[config.mk]
export PLATFORM = sky130hd
export DESIGN_NAME = infix_expression_evaluator_core_flat
export DESIGN_NICKNAME = d
export VERILOG_FILES = /design/src/iee_pkg.sv /design/src/iee_req_if.sv /design/src/iee_rsp_if.sv /design/src/iee_alu.sv /design/src/infix_expression_evaluator_core.sv /design/src/flat_wrapper.sv
export SDC_FILE = /design/constraint.sdc
export NUM_CORES = 1
export LEC_CHECK = 0
export BUFFER_PORTS_ARGS = -buffer_cell sky130_fd_sc_hd__buf_2
export CAP_MARGIN = 20
export CORE_AREA = 2 2 239 241
export CTS_CLUSTER_SIZE = 40
export DETAILED_ROUTE_END_ITERATION = 6
export DIE_AREA = 0 0 241 243
export PLACE_DENSITY_LB_ADDON = 0.1
export SYNTH_ARGS = -nofsm -noshare
export SYNTH_HDL_FRONTEND = slang
export SYNTH_SLANG_ARGS = --single-unit
[constraint.sdc]
create_clock -name clock -period 7.9 [get_ports clock]
set_input_delay 0.79 -clock clock [delete_from_list [all_inputs] [get_ports clock]]
set_output_delay 0.79 -clock clock [all_outputs]
set_load 0.005 [all_outputs]
[src/iee_pkg.sv]
// ----------------------------------------------------------------------------
// iee_pkg: shared types and constants of the infix expression evaluator
// Fixed-point format, operator codes, state encodings and unit interfaces.
// ----------------------------------------------------------------------------
package iee_pkg;

   // Fixed-point format
   localparam int FRAC_BITS   = 16;
   localparam int VALUE_WIDTH = 48;
   localparam int OPERAND_W   = 31;

   // Derived widths
   localparam int LIT_W  = OPERAND_W + FRAC_BITS;
   localparam int CMP_W  = (LIT_W > VALUE_WIDTH) ? LIT_W : VALUE_WIDTH;
   localparam int PROD_W = 2 * VALUE_WIDTH;
   localparam int NUM_W  = VALUE_WIDTH + FRAC_BITS;
   localparam int MAG_W  = ((PROD_W - FRAC_BITS) > NUM_W) ? (PROD_W - FRAC_BITS) : NUM_W;
   localparam int ADD_W  = VALUE_WIDTH + 2;
   localparam int CNT_W  = $clog2(NUM_W + 1);

   typedef logic signed [VALUE_WIDTH-1:0] value_type;

   localparam logic [VALUE_WIDTH-1:0] MAX_MAG = {1'b0, {(VALUE_WIDTH-1){1'b1}}};
   localparam value_type MAX_VAL = {1'b0, {(VALUE_WIDTH-1){1'b1}}};
   localparam value_type MIN_VAL = {1'b1, {(VALUE_WIDTH-1){1'b0}}};

   // Operator codes
   typedef enum logic [1:0] {
      OP_ADD = 2'd0,
      OP_SUB = 2'd1,
      OP_MUL = 2'd2,
      OP_DIV = 2'd3
   } op_type;

   // Evaluator sequencer
   typedef enum logic [1:0] {
      S_IDLE,
      S_CHECK,
      S_WAIT
   } eval_state_type;

   // Arithmetic unit sequencer
   typedef enum logic [2:0] {
      U_IDLE,
      U_ADD,
      U_MUL,
      U_DIV,
      U_FIX,
      U_DONE
   } alu_state_type;

   // Command into the arithmetic unit
   typedef struct packed {
      logic   start;
      op_type op;
   } alu_cmd_type;

   // Result out of the arithmetic unit
   typedef struct packed {
      value_type value;
      logic      div0;
      logic      ovf;
   } alu_res_type;

   // Multiply and divide bind tighter than add and subtract
   function automatic logic op_level(op_type op);
      return (op == OP_MUL) || (op == OP_DIV);
   endfunction

endpackage

[src/iee_req_if.sv]
// ----------------------------------------------------------------------------
// iee_req_if: token channel into the evaluator
// One item is one operand literal with the operator that follows it.
// ----------------------------------------------------------------------------
interface iee_req_if;
   logic                         valid;
   logic                         ready;
   logic [iee_pkg::OPERAND_W-1:0] operand;
   iee_pkg::op_type              next_operator;
   logic                         last;

   modport source (output valid, operand, next_operator, last, input ready);
   modport sink (input valid, operand, next_operator, last, output ready);
endinterface

[src/iee_rsp_if.sv]
// ----------------------------------------------------------------------------
// iee_rsp_if: result channel out of the evaluator
// One item per expression: fixed-point value plus sticky error flags.
// ----------------------------------------------------------------------------
interface iee_rsp_if;
   logic                valid;
   logic                ready;
   iee_pkg::value_type  value;
   logic                divide_by_zero;
   logic                overflow;

   modport source (output valid, value, divide_by_zero, overflow, input ready);
   modport sink (input valid, value, divide_by_zero, overflow, output ready);
endinterface

[src/iee_alu.sv]
// ----------------------------------------------------------------------------
// iee_alu: iterative fixed-point arithmetic unit
// One shared adder serves add/sub in one pass, multiply by shift-and-add
// (one bit per cycle) and divide by restoring division (one quotient bit
// per cycle), then a fix-up pass that saturates and applies the sign.
// ----------------------------------------------------------------------------
module iee_alu (
   input  logic                 clock,
   input  logic                 reset,
   input  iee_pkg::alu_cmd_type cmd,
   input  iee_pkg::value_type   a_value,
   input  iee_pkg::value_type   b_value,
   output logic                 done,
   output iee_pkg::alu_res_type result
);
   import iee_pkg::*;

   alu_state_type              state_ff, state_in;
   op_type                     op_ff, op_in;
   logic                       neg_ff, neg_in;
   logic [VALUE_WIDTH-1:0]     xa_ff, xa_in;
   logic [VALUE_WIDTH-1:0]     xb_ff, xb_in;
   logic [VALUE_WIDTH:0]       acc_ff, acc_in;
   logic [NUM_W-1:0]           lo_ff, lo_in;
   logic [CNT_W-1:0]           cnt_ff, cnt_in;
   alu_res_type                res_ff, res_in;

   logic [VALUE_WIDTH-1:0]     a_mag, b_mag;
   logic [ADD_W-1:0]           add_x, add_y, add_sum;
   logic                       add_inv;
   logic [VALUE_WIDTH-1:0]     rem_sh;
   logic                       fits;
   logic [PROD_W-1:0]          prod;
   logic [MAG_W-1:0]           mag, lim;
   logic                       add_ovf, fix_ovf;

   // Operand magnitudes at start
   assign a_mag = a_value[VALUE_WIDTH-1] ? VALUE_WIDTH'(~a_value + 1'b1) : a_value;
   assign b_mag = b_value[VALUE_WIDTH-1] ? VALUE_WIDTH'(~b_value + 1'b1) : b_value;

   // Partial remainder with next numerator bit; product and final magnitude
   assign rem_sh = {acc_ff[VALUE_WIDTH-2:0], lo_ff[NUM_W-1]};
   assign prod   = {acc_ff[VALUE_WIDTH-1:0], lo_ff[VALUE_WIDTH-1:0]};
   assign mag    = (op_ff == OP_MUL) ? MAG_W'(prod >> FRAC_BITS) : MAG_W'(lo_ff);
   assign lim    = MAG_W'(MAX_MAG) + MAG_W'(neg_ff);

   // Shared adder operand selection
   always_comb begin
      add_x   = '0;
      add_y   = '0;
      add_inv = 1'b0;
      case (state_ff)
         U_ADD: begin
            add_x   = {{2{xa_ff[VALUE_WIDTH-1]}}, xa_ff};
            add_y   = {{2{xb_ff[VALUE_WIDTH-1]}}, xb_ff};
            add_inv = (op_ff == OP_SUB);
         end
         U_MUL: begin
            add_x = ADD_W'(acc_ff);
            add_y = lo_ff[0] ? ADD_W'(xa_ff) : '0;
         end
         U_DIV: begin
            add_x   = ADD_W'(rem_sh);
            add_y   = ADD_W'(xb_ff);
            add_inv = 1'b1;
         end
         U_FIX: begin
            add_y   = ADD_W'(mag[VALUE_WIDTH-1:0]);
            add_inv = neg_ff;
         end
         default: begin
            add_x = '0;
         end
      endcase
   end

   assign add_sum = add_x + (add_y ^ {ADD_W{add_inv}}) + ADD_W'(add_inv);
   assign fits    = ~add_sum[ADD_W-1];
   assign add_ovf = ~((&add_sum[ADD_W-1:VALUE_WIDTH-1]) | ~(|add_sum[ADD_W-1:VALUE_WIDTH-1]));
   assign fix_ovf = (mag > lim);

   // Next state
   always_comb begin
      state_in = state_ff;
      case (state_ff)
         U_IDLE: begin
            if (cmd.start) begin
               case (cmd.op)
                  OP_ADD, OP_SUB: state_in = U_ADD;
                  OP_MUL:         state_in = U_MUL;
                  default:        state_in = (b_value == '0) ? U_DONE : U_DIV;
               endcase
            end
         end
         U_ADD:   state_in = U_DONE;
         U_MUL, U_DIV: begin
            if (cnt_ff == CNT_W'(1)) state_in = U_FIX;
         end
         U_FIX:   state_in = U_DONE;
         U_DONE:  state_in = U_IDLE;
         default: state_in = U_IDLE;
      endcase
   end

   // Datapath next values
   always_comb begin
      op_in  = op_ff;
      neg_in = neg_ff;
      xa_in  = xa_ff;
      xb_in  = xb_ff;
      acc_in = acc_ff;
      lo_in  = lo_ff;
      cnt_in = cnt_ff;
      res_in = res_ff;
      case (state_ff)
         U_IDLE: begin
            if (cmd.start) begin
               op_in  = cmd.op;
               neg_in = a_value[VALUE_WIDTH-1] ^ b_value[VALUE_WIDTH-1];
               acc_in = '0;
               case (cmd.op)
                  OP_ADD, OP_SUB: begin
                     xa_in = a_value;
                     xb_in = b_value;
                  end
                  OP_MUL: begin
                     xa_in  = a_mag;
                     lo_in  = NUM_W'(b_mag);
                     cnt_in = CNT_W'(VALUE_WIDTH);
                  end
                  default: begin
                     xb_in  = b_mag;
                     lo_in  = NUM_W'(a_mag) << FRAC_BITS;
                     cnt_in = CNT_W'(NUM_W);
                     // zero divisor saturates toward the dividend's sign
                     res_in.value = a_value[VALUE_WIDTH-1] ? MIN_VAL : MAX_VAL;
                     res_in.div0  = 1'b1;
                     res_in.ovf   = 1'b0;
                  end
               endcase
            end
         end
         U_ADD: begin
            res_in.div0  = 1'b0;
            res_in.ovf   = add_ovf;
            res_in.value = add_ovf ? (add_sum[ADD_W-1] ? MIN_VAL : MAX_VAL)
                                   : value_type'(add_sum[VALUE_WIDTH-1:0]);
         end
         U_MUL: begin
            // shift the partial product right by one with the new sum bit
            acc_in = (VALUE_WIDTH+1)'(add_sum >> 1);
            lo_in  = NUM_W'({add_sum[0], lo_ff[VALUE_WIDTH-1:1]});
            cnt_in = cnt_ff - 1'b1;
         end
         U_DIV: begin
            acc_in = fits ? (VALUE_WIDTH+1)'(add_sum) : (VALUE_WIDTH+1)'(rem_sh);
            lo_in  = {lo_ff[NUM_W-2:0], fits};
            cnt_in = cnt_ff - 1'b1;
         end
         U_FIX: begin
            res_in.div0  = 1'b0;
            res_in.ovf   = fix_ovf;
            res_in.value = fix_ovf ? (neg_ff ? MIN_VAL : MAX_VAL)
                                   : value_type'(add_sum[VALUE_WIDTH-1:0]);
         end
         default: begin
            cnt_in = cnt_ff;
         end
      endcase
   end

   // Outputs
   always_comb begin
      done   = (state_ff == U_DONE);
      result = res_ff;
   end

   // Control registers
   always_ff @(posedge clock) begin
      if (reset) begin
         state_ff <= U_IDLE;
      end else begin
         state_ff <= state_in;
      end
   end

   // Datapath registers
   always_ff @(posedge clock) begin
      op_ff  <= op_in;
      neg_ff <= neg_in;
      xa_ff  <= xa_in;
      xb_ff  <= xb_in;
      acc_ff <= acc_in;
      lo_ff  <= lo_in;
      cnt_ff <= cnt_in;
      res_ff <= res_in;
   end

endmodule

[src/infix_expression_evaluator_core.sv]
// ----------------------------------------------------------------------------
// infix_expression_evaluator_core: two-stack infix expression evaluator
// Usage:
//   req_chan takes one item per token: an unsigned integer operand, the
//   operator after it (add, sub, mul, div) and last on the final operand.
//   rsp_chan gives one item per expression, only after the last token:
//   signed fixed-point value (16 fraction bits) and sticky divide-by-zero
//   and overflow flags. Mul/div bind tighter than add/sub; equal levels
//   bind left to right. Results saturate.
// Flow:
//   An item is taken and checked, then runs its reductions (at most two
//   per item) in the shared arithmetic unit: add/sub in U_ADD, multiply
//   in U_MUL then U_FIX, divide in U_DIV then U_FIX, a zero divisor to
//   U_DONE directly. req_chan.ready is low while an item is in work.
// Reset and stalls:
//   Reset empties both stacks and clears the flags and the output valid bit.
//   The result sits in an output register; tokens keep flowing while it
//   waits, and only the next expression's last token stalls behind it.
// ----------------------------------------------------------------------------
module infix_expression_evaluator_core (
   input  logic         clock,
   input  logic         reset,
   iee_req_if.sink      req_chan,
   iee_rsp_if.source    rsp_chan
);
   import iee_pkg::*;

   localparam int FLAG_DIV0 = 0;
   localparam int FLAG_OVF  = 1;

   eval_state_type  state_ff, state_in;
   value_type       vs_ff [3];
   value_type       vs_in [3];
   logic [1:0]      vc_ff, vc_in;
   op_type          os_ff [2];
   op_type          os_in [2];
   logic [1:0]      oc_ff, oc_in;
   logic [1:0]      flags_ff, flags_in;
   op_type          cur_op_ff, cur_op_in;
   logic            cur_last_ff, cur_last_in;
   logic            rsp_valid_ff, rsp_valid_in;
   value_type       rsp_value_ff, rsp_value_in;
   logic            rsp_div0_ff, rsp_div0_in;
   logic            rsp_ovf_ff, rsp_ovf_in;

   logic            accept;
   logic [CMP_W-1:0] lit_wide;
   logic            lit_sat;
   value_type       lit;
   logic            can_reduce, do_reduce, out_free;
   alu_cmd_type     alu_cmd;
   logic            alu_done;
   alu_res_type     alu_res;

   // Literal scaling with saturation
   assign lit_wide = CMP_W'(req_chan.operand) << FRAC_BITS;
   assign lit_sat  = (lit_wide > CMP_W'(MAX_MAG));
   assign lit      = lit_sat ? MAX_VAL : value_type'(lit_wide[VALUE_WIDTH-1:0]);

   assign accept     = req_chan.valid & req_chan.ready;
   assign can_reduce = (oc_ff != 2'd0) && (vc_ff >= 2'd2);
   assign do_reduce  = can_reduce &&
                       (cur_last_ff || (op_level(os_ff[0]) >= op_level(cur_op_ff)));
   assign out_free   = ~rsp_valid_ff | rsp_chan.ready;

   // Shared arithmetic unit; left operand is next-to-top, right is top
   iee_alu u_alu (
      .clock   (clock),
      .reset   (reset),
      .cmd     (alu_cmd),
      .a_value (vs_ff[1]),
      .b_value (vs_ff[0]),
      .done    (alu_done),
      .result  (alu_res)
   );

   // Next state
   always_comb begin
      state_in = state_ff;
      case (state_ff)
         S_IDLE: begin
            if (accept) state_in = S_CHECK;
         end
         S_CHECK: begin
            if (do_reduce)        state_in = S_WAIT;
            else if (!cur_last_ff) state_in = S_IDLE;
            else if (out_free)    state_in = S_IDLE;
         end
         S_WAIT: begin
            if (alu_done) state_in = S_CHECK;
         end
         default: state_in = S_IDLE;
      endcase
   end

   // Outputs
   always_comb begin
      req_chan.ready         = (state_ff == S_IDLE);
      alu_cmd.start          = (state_ff == S_CHECK) && do_reduce;
      alu_cmd.op             = os_ff[0];
      rsp_chan.valid         = rsp_valid_ff;
      rsp_chan.value         = rsp_value_ff;
      rsp_chan.divide_by_zero = rsp_div0_ff;
      rsp_chan.overflow      = rsp_ovf_ff;
   end

   // Stacks, flags and output register next values
   always_comb begin
      vs_in        = vs_ff;
      vc_in        = vc_ff;
      os_in        = os_ff;
      oc_in        = oc_ff;
      flags_in     = flags_ff;
      cur_op_in    = cur_op_ff;
      cur_last_in  = cur_last_ff;
      rsp_value_in = rsp_value_ff;
      rsp_div0_in  = rsp_div0_ff;
      rsp_ovf_in   = rsp_ovf_ff;
      rsp_valid_in = rsp_valid_ff & ~rsp_chan.ready;
      case (state_ff)
         S_IDLE: begin
            if (accept) begin
               cur_op_in   = req_chan.next_operator;
               cur_last_in = req_chan.last;
               if (lit_sat) flags_in[FLAG_OVF] = 1'b1;
               // push onto the value stack, top at entry 0
               if (vc_ff != 2'd3) begin
                  vs_in[0] = lit;
                  vs_in[1] = vs_ff[0];
                  vs_in[2] = vs_ff[1];
                  vc_in    = vc_ff + 2'd1;
               end
            end
         end
         S_CHECK: begin
            if (!do_reduce) begin
               if (!cur_last_ff) begin
                  if (oc_ff != 2'd2) begin
                     os_in[0] = cur_op_ff;
                     os_in[1] = os_ff[0];
                     oc_in    = oc_ff + 2'd1;
                  end
               end else if (out_free) begin
                  rsp_valid_in = 1'b1;
                  rsp_value_in = (vc_ff != 2'd0) ? vs_ff[0] : '0;
                  rsp_div0_in  = flags_ff[FLAG_DIV0];
                  rsp_ovf_in   = flags_ff[FLAG_OVF];
                  vc_in        = 2'd0;
                  oc_in        = 2'd0;
                  flags_in     = 2'b00;
               end
            end
         end
         S_WAIT: begin
            if (alu_done) begin
               // pop two values and one operator, push the result
               vs_in[0] = alu_res.value;
               vs_in[1] = vs_ff[2];
               vc_in    = vc_ff - 2'd1;
               os_in[0] = os_ff[1];
               oc_in    = oc_ff - 2'd1;
               flags_in = flags_ff | {alu_res.ovf, alu_res.div0};
            end
         end
         default: begin
            vc_in = vc_ff;
         end
      endcase
   end

   // Control registers
   always_ff @(posedge clock) begin
      if (reset) begin
         state_ff     <= S_IDLE;
         vc_ff        <= 2'd0;
         oc_ff        <= 2'd0;
         flags_ff     <= 2'b00;
         rsp_valid_ff <= 1'b0;
      end else begin
         state_ff     <= state_in;
         vc_ff        <= vc_in;
         oc_ff        <= oc_in;
         flags_ff     <= flags_in;
         rsp_valid_ff <= rsp_valid_in;
      end
   end

   // Payload registers
   always_ff @(posedge clock) begin
      vs_ff        <= vs_in;
      os_ff        <= os_in;
      cur_op_ff    <= cur_op_in;
      cur_last_ff  <= cur_last_in;
      rsp_value_ff <= rsp_value_in;
      rsp_div0_ff  <= rsp_div0_in;
      rsp_ovf_ff   <= rsp_ovf_in;
   end

   // Checks
   a_done_in_wait: assert property (@(posedge clock) disable iff (reset)
      alu_done |-> (state_ff == S_WAIT))
      else $error("arithmetic unit finished outside of a reduction");

   a_start_operands: assert property (@(posedge clock) disable iff (reset)
      alu_cmd.start |-> ((vc_ff >= 2'd2) && (oc_ff != 2'd0)))
      else $error("reduction started without two values and one operator");

   a_balanced_stacks: assert property (@(posedge clock) disable iff (reset)
      accept |-> (vc_ff == oc_ff))
      else $error("value and operator stacks out of step between tokens");

endmodule
[src/flat_wrapper.sv]
// flat-port wrapper written by rule: the top's interface ports become plain ports
module infix_expression_evaluator_core_flat import iee_pkg::*;
  (clock, reset, req_chan_valid, req_chan_operand, req_chan_next_operator, req_chan_last, req_chan_ready, rsp_chan_valid, rsp_chan_value, rsp_chan_divide_by_zero, rsp_chan_overflow, rsp_chan_ready);
  iee_req_if req_chan_i ();
  iee_rsp_if rsp_chan_i ();
  input  logic clock;
  input  logic reset;
  input wire logic [$bits(req_chan_i.valid)-1:0] req_chan_valid;
  input wire logic [$bits(req_chan_i.operand)-1:0] req_chan_operand;
  input wire logic [$bits(req_chan_i.next_operator)-1:0] req_chan_next_operator;
  input wire logic [$bits(req_chan_i.last)-1:0] req_chan_last;
  output wire logic [$bits(req_chan_i.ready)-1:0] req_chan_ready;
  output wire logic [$bits(rsp_chan_i.valid)-1:0] rsp_chan_valid;
  output wire logic [$bits(rsp_chan_i.value)-1:0] rsp_chan_value;
  output wire logic [$bits(rsp_chan_i.divide_by_zero)-1:0] rsp_chan_divide_by_zero;
  output wire logic [$bits(rsp_chan_i.overflow)-1:0] rsp_chan_overflow;
  input wire logic [$bits(rsp_chan_i.ready)-1:0] rsp_chan_ready;
  assign req_chan_i.valid = req_chan_valid;
  assign req_chan_i.operand = req_chan_operand;
  assign req_chan_i.next_operator = req_chan_next_operator;
  assign req_chan_i.last = req_chan_last;
  assign req_chan_ready = req_chan_i.ready;
  assign rsp_chan_valid = rsp_chan_i.valid;
  assign rsp_chan_value = rsp_chan_i.value;
  assign rsp_chan_divide_by_zero = rsp_chan_i.divide_by_zero;
  assign rsp_chan_overflow = rsp_chan_i.overflow;
  assign rsp_chan_i.ready = rsp_chan_ready;
  infix_expression_evaluator_core u_core (.clock(clock), .reset(reset), .req_chan(req_chan_i), .rsp_chan(rsp_chan_i));
endmodule
## Word level (Yosys, flattened, before mapping)

Index checks and enable logic that the tools add are counted.

- Bitwise logic cells: 17
- Magnitude comparators: 4
- Reductions and logical operators: 44
- $add $sub $neg: 10
- Eq/ne operators: 33
- Mux-type cells: 67

Operators by type and width:

| operator | count |
|---|---|
| $mux W48 | 8 |
| $pmux W50 S3 | 2 |
| $mux W144 | 2 |
| $pmux W50 S4 | 1 |
| $pmux W48 S2 | 2 |
| $pmux W64 S3 | 1 |
| $pmux W96 S2 | 1 |
| $pmux W49 S3 | 1 |
| $pmux W64 S2 | 1 |
| $mux W50 | 2 |
| $mux W49 | 2 |
| $add A48 B1 Y48 const B | 2 |
| $mux W96 | 1 |
| $not A48 Y48 | 2 |
| $gt A80 B48 Y1 | 1 |
| $mux W80 | 1 |
| $mux W64 | 1 |
| $add A50 B1 Y50 | 1 |
| $add A50 B50 Y50 | 1 |
| $xor A50 B50 Y50 | 1 |
| $add A47 B1 Y48 const A | 1 |
| $logic_not A48 Y1 | 1 |
| $gt A47 B47 Y1 const B | 1 |
| $mux W47 | 1 |
| other kinds (46) | 137 |

- Register bits: 482
- Word-level logic and storage cells: 202
- Output and inout bits: 52

## Logic depth before layout (Yosys ltp)

- Word-level depth: 11
- Mapped depth: 23
- Gate-level depth less buffers: 17

## Modules after synthesis

A second synthesis with hierarchy kept.

- Cell total of the unflattened synthesis: 2726
- Area total of the unflattened synthesis: 29648.4 µm²

Modules (own cells, without submodules):

| module | instances | seq. area each (µm²) | cells each | area each (µm²) |
|---|---|---|---|---|
| iee_alu | 1 | 8137.8 | 2267 | 21633.2 |
| infix_expression_evaluator_core | 1 | 6216.0 | 459 | 8015.2 |

## Worst setup path after synthesis

OpenSTA, ideal clock, no wires.

- Kind: reg2reg
- Start point: reg u_core.u_alu.neg_ff
- End point: reg u_core.u_alu.res_ff, in the netlist u_core.u_alu.result[10] (data pin)
- Data arrival time: 5695 ps
- Setup time: 278 ps
- Stages on the path, launching flop included: 20
- Buffers on the path: 5
- Path slack: 1926 ps
- Cells stage by stage: edfxtp_1 > nand2_1 > nand2_1 > buf_1 > buf_1 > xnor2_1 > ha_1 > clkbuf_1 > nand4_1 > or3_1 > or2_2 > a21oi_1 > a2111oi_1 > o311ai_0 > xor2_1 > a31oi_1 > o21a_1 > clkbuf_1 > buf_2 > o211ai_1

RTL lines:

| element | RTL line | RTL |
|---|---|---|
| from (decl) | iee_alu.sv:20 | `logic neg_ff, neg_in;` |
| from (signal assigned) | iee_alu.sv:190 | `neg_ff <= neg_in;` |
| to (signal assigned) | iee_alu.sv:196 | `res_ff <= res_in;` |
| to (decl) | iee_alu.sv:26 | `alu_res_type res_ff, res_in;` |

==> qor.csv <==
stage;metric;value;unit
min_path;hold_depth;1;
timing;timing.final.setup_violations;0;
setup_path;worst_setup_path_end_kind;register;
die;start_util;54.4;%
die;io_pins;90;
timing;period_needed;6.96;ns
setup_path;ff2ff_path_depth;20;
pwr;combPwrFrac;41.4;%
finish;fill_cells;4816;
synthesis;synth-seq-cells;482;
clock_tree;clock-sinks;482;
route;ant_nets;0;
synthesis;synth_edf_count;470;
clock_tree;cts_buffers;52;
route;wl_per_cell;26.7;um
synthesis;synth_top_area_share;46.4;%
finish;final_cell_mix;edfxtp_1, nand2_1, o21ai_0;
min_path;hold_start;req_chan_next_operator[1];
route;viasPerCell;6.52;
synthesis;synth.area.top_cells;edfxtp_1, nand2_1, xnor2_1;
synthesis;syn_area;30400;um2
setup_path;cpPeakStageDelay;0.84;ns
place;gp_congestion;1.04;
min_path;hold_end;u_core.cur_op_ff[1]$_DFFE_PP_;
clock_tree;cts-resized-gates;0;
global_routing;antenna_found_initial;0;
clock_tree;clkTransAtPathRegs;0.07;ns
setup_path;worstSetupPathType;reg -> reg;
run_status;outcome;completed;
synthesis;synth_cells;3028;
setup_path;required;8.19;ns
route;drt-pass1-iter-count;7;
setup_path;start_kind;register;
timing;finalCritPeriodShare;88.1;%
pwr;seqPwrFrac;34.8;%
route;drt_iter0_markers;3866;
global_routing;grt.overflow.total;0;
timing;tightest_slew;1.13;ns
synthesis;ys_seq_area_share;47.1;%
die;die_w;241;um
global_routing;grt_usage;33.8;%
pwr;power;0.0106;W
finish;layout-drive-gt1-share;10.2;%
finish;final_nets;3131;
die;die_h;243;um
clock_tree;post-cts-setup-buffers;0;
route;via_count;24700;
finish;areaGrowthSynthToFinish;9.04;%
synthesis;syn-num-nets;3173;
setup_path;crit_arrival;7.25;ns
timing;slew-limit-headroom;24.3;%
die;dieArea;58600;um2
place;io_buffers;89;
clock_tree;worst_skew_pair.late_latency;0.62;ns
clock_tree;root_buffer;clkbuf_16;
setup_path;r2r_slack;0.94;ns
timing;setup_tns;0;ns
timing;drv_slew;0;
route;drt-total-wl;101000;um
setup_path;reg2reg_to;u_core.u_alu.result[30]$_DFFE_PP_;
timing;rsz0062_at_grt;false;
setup_path;critPathMaxFanout;47;
place;dpl.cell_count;3684;
place;hpwlAfterDp;73200;um
pwr;power_density;319;nW/um2
global_routing;grt_pass1_vias;22500;
synthesis;dominantRegCellSynth;edfxtp_1;
finish;final_cell_count_no_fill;3782;
clock_tree;hold_buffers;0;
synthesis;async_flop_share;0;%
clock_tree;clockBufferDepth;3;
global_routing;grt_max_degree;91;
timing;worst_hold_slack;0.358;ns
pwr;power.internal;0.00618;W
synthesis;synth_cell_types;80;
synthesis;ys_warn_count;0;
min_path;min-delay-path-class;in -> reg;
timing;max_freq;144;MHz
die;core-area;56000;um2
setup_path;slowest_stage;o21a_2;
timing;finalHoldViolations;0;
finish;final_common_cell;edfxtp_1;
synthesis;syn_avg_cell_area;10.1;um2
timing;clock_skew;0.0239;ns
pwr;switchingPower;0.00440;W
clock_tree;cts.htree.levels;2;
route;drc;0;
pwr;ir_drop;185;uV
pwr;clockPowerShare;23.9;%
pwr;leakagePower;11.6;nW
setup_path;crit_buf_inv;4;
die;rows;87;
setup_path;critPathTopFamily;compound AO/OA/AOI/OAI gates;
job;drv_cap;0;
setup_path;crit_chain;nor2b_2 > buf_4 > and3_1 > buf_4 > a22oi_1 > nand2_1 > xor2_1 > inv_1 > fa_1 > nand2b_1 > a211oi_1 > o21ai_0 > a21oi_1 > a2111oi_1 > buf_4 > o311ai_0 > xor2_1 > a31oi_1 > o21a_2 > o211ai_1;
global_routing;grt_pass1_wl;147000;um
setup_path;r2r_start;u_core.u_alu.state_ff[1]$_SDFFE_PP0P_;
synthesis;yosys.area.top_type;edfxtp_1;
pwr;netSwitchingFraction;41.6;%
clock_tree;cts_tree;yes;
setup_path;cp_common_cell;buf_4;
-- worst register-to-register path: cells and delay by family (launching register included) --
kind	cells	cell delay, ns
AOI/OAI and AO/OA	9	3.13
buffers and inverters	4	1.07
and+or+nand+nor	4	0.81
DFF	1	0.73
xor gates and xnor gates	2	0.47
adders and majority gates	1	0.43
-- cell type report --
cell class | count | area [um2] | share of cell area, %
Timing Repair Buffer | 132 | 807 | 2.43
Antenna cell | 1 | 2.50 | 0.00754
Tap cell | 756 | 946 | 2.85
Multi-Input combinational cell | 2242 | 15100 | 45.4
Inverter | 76 | 285 | 0.859
Clock inverter | 36 | 405 | 1.22
Sequential cell | 482 | 14400 | 43.3
Clock buffer | 57 | 1320 | 3.98
-- cells by family after synthesis --
| group | count (synthesis) | share of synthesized area, % |
|---|---|---|
| compound gates | 783 | 17.1 |
| xor+xnor | 275 | 7.91 |
| fa+ha+maj | 107 | 4.42 |
| buf+inv | 304 | 3.82 |
| flops | 482 | 47.1 |
| mux | 160 | 5.46 |
| simple gates | 917 | 14.2 |
-- worst max-delay path by stage --
stage	cells past startpoint	slack, ns	start	endpoint
2_1_floorplan	19	1.93	u_core.u_alu.neg_ff$_DFFE_PP_	u_core.u_alu.result[10]$_DFFE_PP_
3_3_place_gp	20	1.19	u_core.u_alu.state_ff[1]$_SDFFE_PP0P_	u_core.u_alu.result[10]$_DFFE_PP_
3_5_place_dp	20	1.16	u_core.u_alu.state_ff[1]$_SDFFE_PP0P_	u_core.u_alu.result[7]$_DFFE_PP_
4_1_cts	20	1.06	u_core.u_alu.state_ff[1]$_SDFFE_PP0P_	u_core.u_alu.result[46]$_DFFE_PP_
5_1_grt	20	0.62	u_core.u_alu.state_ff[1]$_SDFFE_PP0P_	u_core.u_alu.result[46]$_DFFE_PP_
6_report	20	0.94	u_core.u_alu.state_ff[1]$_SDFFE_PP0P_	u_core.u_alu.result[30]$_DFFE_PP_
-- state kept, by name, summed over array words and instances, names as in the netlist --
| signal | flops |
|---|---|
| u_core.rsp_chan.value | 48 |
| u_core.u_alu.acc_ff | 49 |
| u_core.alu_cmd | 2 |
| u_core.u_alu.state_ff | 3 |
| u_core.rsp_chan.overflow | 1 |
| u_core.u_alu.neg_ff | 1 |
| u_core.rsp_chan.divide_by_zero | 1 |
| u_core.u_alu.cnt_ff | 7 |
| u_core.u_alu.xa_ff | 48 |
| u_core.state_ff | 2 |
| u_core.cur_op_ff | 2 |
| u_core.u_alu.op_ff | 2 |
| u_core.rsp_chan.valid | 1 |
| u_core.vc_ff | 2 |
| u_core.vs_ff | 144 |
| u_core.u_alu.lo_ff | 64 |
| u_core.oc_ff | 2 |
| u_core.u_alu.result | 50 |
| u_core.flags_ff | 2 |
| u_core.u_alu.xb_ff | 48 |
| u_core.cur_last_ff | 1 |
| u_core.os_ff | 2 |
-- Yosys cell counts, types with 30 or more instances --
library cell and instances:
mux2i_1 111, nor3_1 37, inv_1 75, a21o_1 41, nor2b_1 60, xor2_1 94
or3_1 31, o31ai_1 30, a21oi_1 164, o21ai_0 194, a222oi_1 46, nand2_1 434
nand3_1 30, a211oi_1 80, clkbuf_1 187, mux2_2 49, edfxtp_1 470, xnor2_1 181
o211ai_1 74, nor2_1 155, ha_1 106
-- power groups by stage --
stage	Clock (W)	Sequential (W)	Combinational, W
floorplan	0	0.00346	0.00309
global placement	0	0.00370	0.00418
detailed placement	0	0.00369	0.00419
CTS	0.00254	0.00365	0.00425
global route	0.00264	0.00370	0.00472
finish	0.00252	0.00368	0.00438
-- metal layers --
layer | vias to the layer above | share of wire, % | GRT usage (%)
met1 | 11900 | 43 | 53.6
met3 | 187 | 12 | 6.49
met4 | 0 | 3.7 | 11.5
li1 | 11100 | - | -
met5 | - | 0 | 0
met2 | 1473 | 41 | 45.7
-- through the flow --
stage	setup slack (ns)	instance area, um2	util, %
6_report	0.942	33200	59.3
5_1_grt	0.623	33200	59.3
4_1_cts	1.06	33100	59.2
3_5_place_dp	1.16	31400	56.1
3_3_place_gp	1.19	31400	56.1
2_1_floorplan	1.93	30400	-
Power figures use the tool's default switching activity.
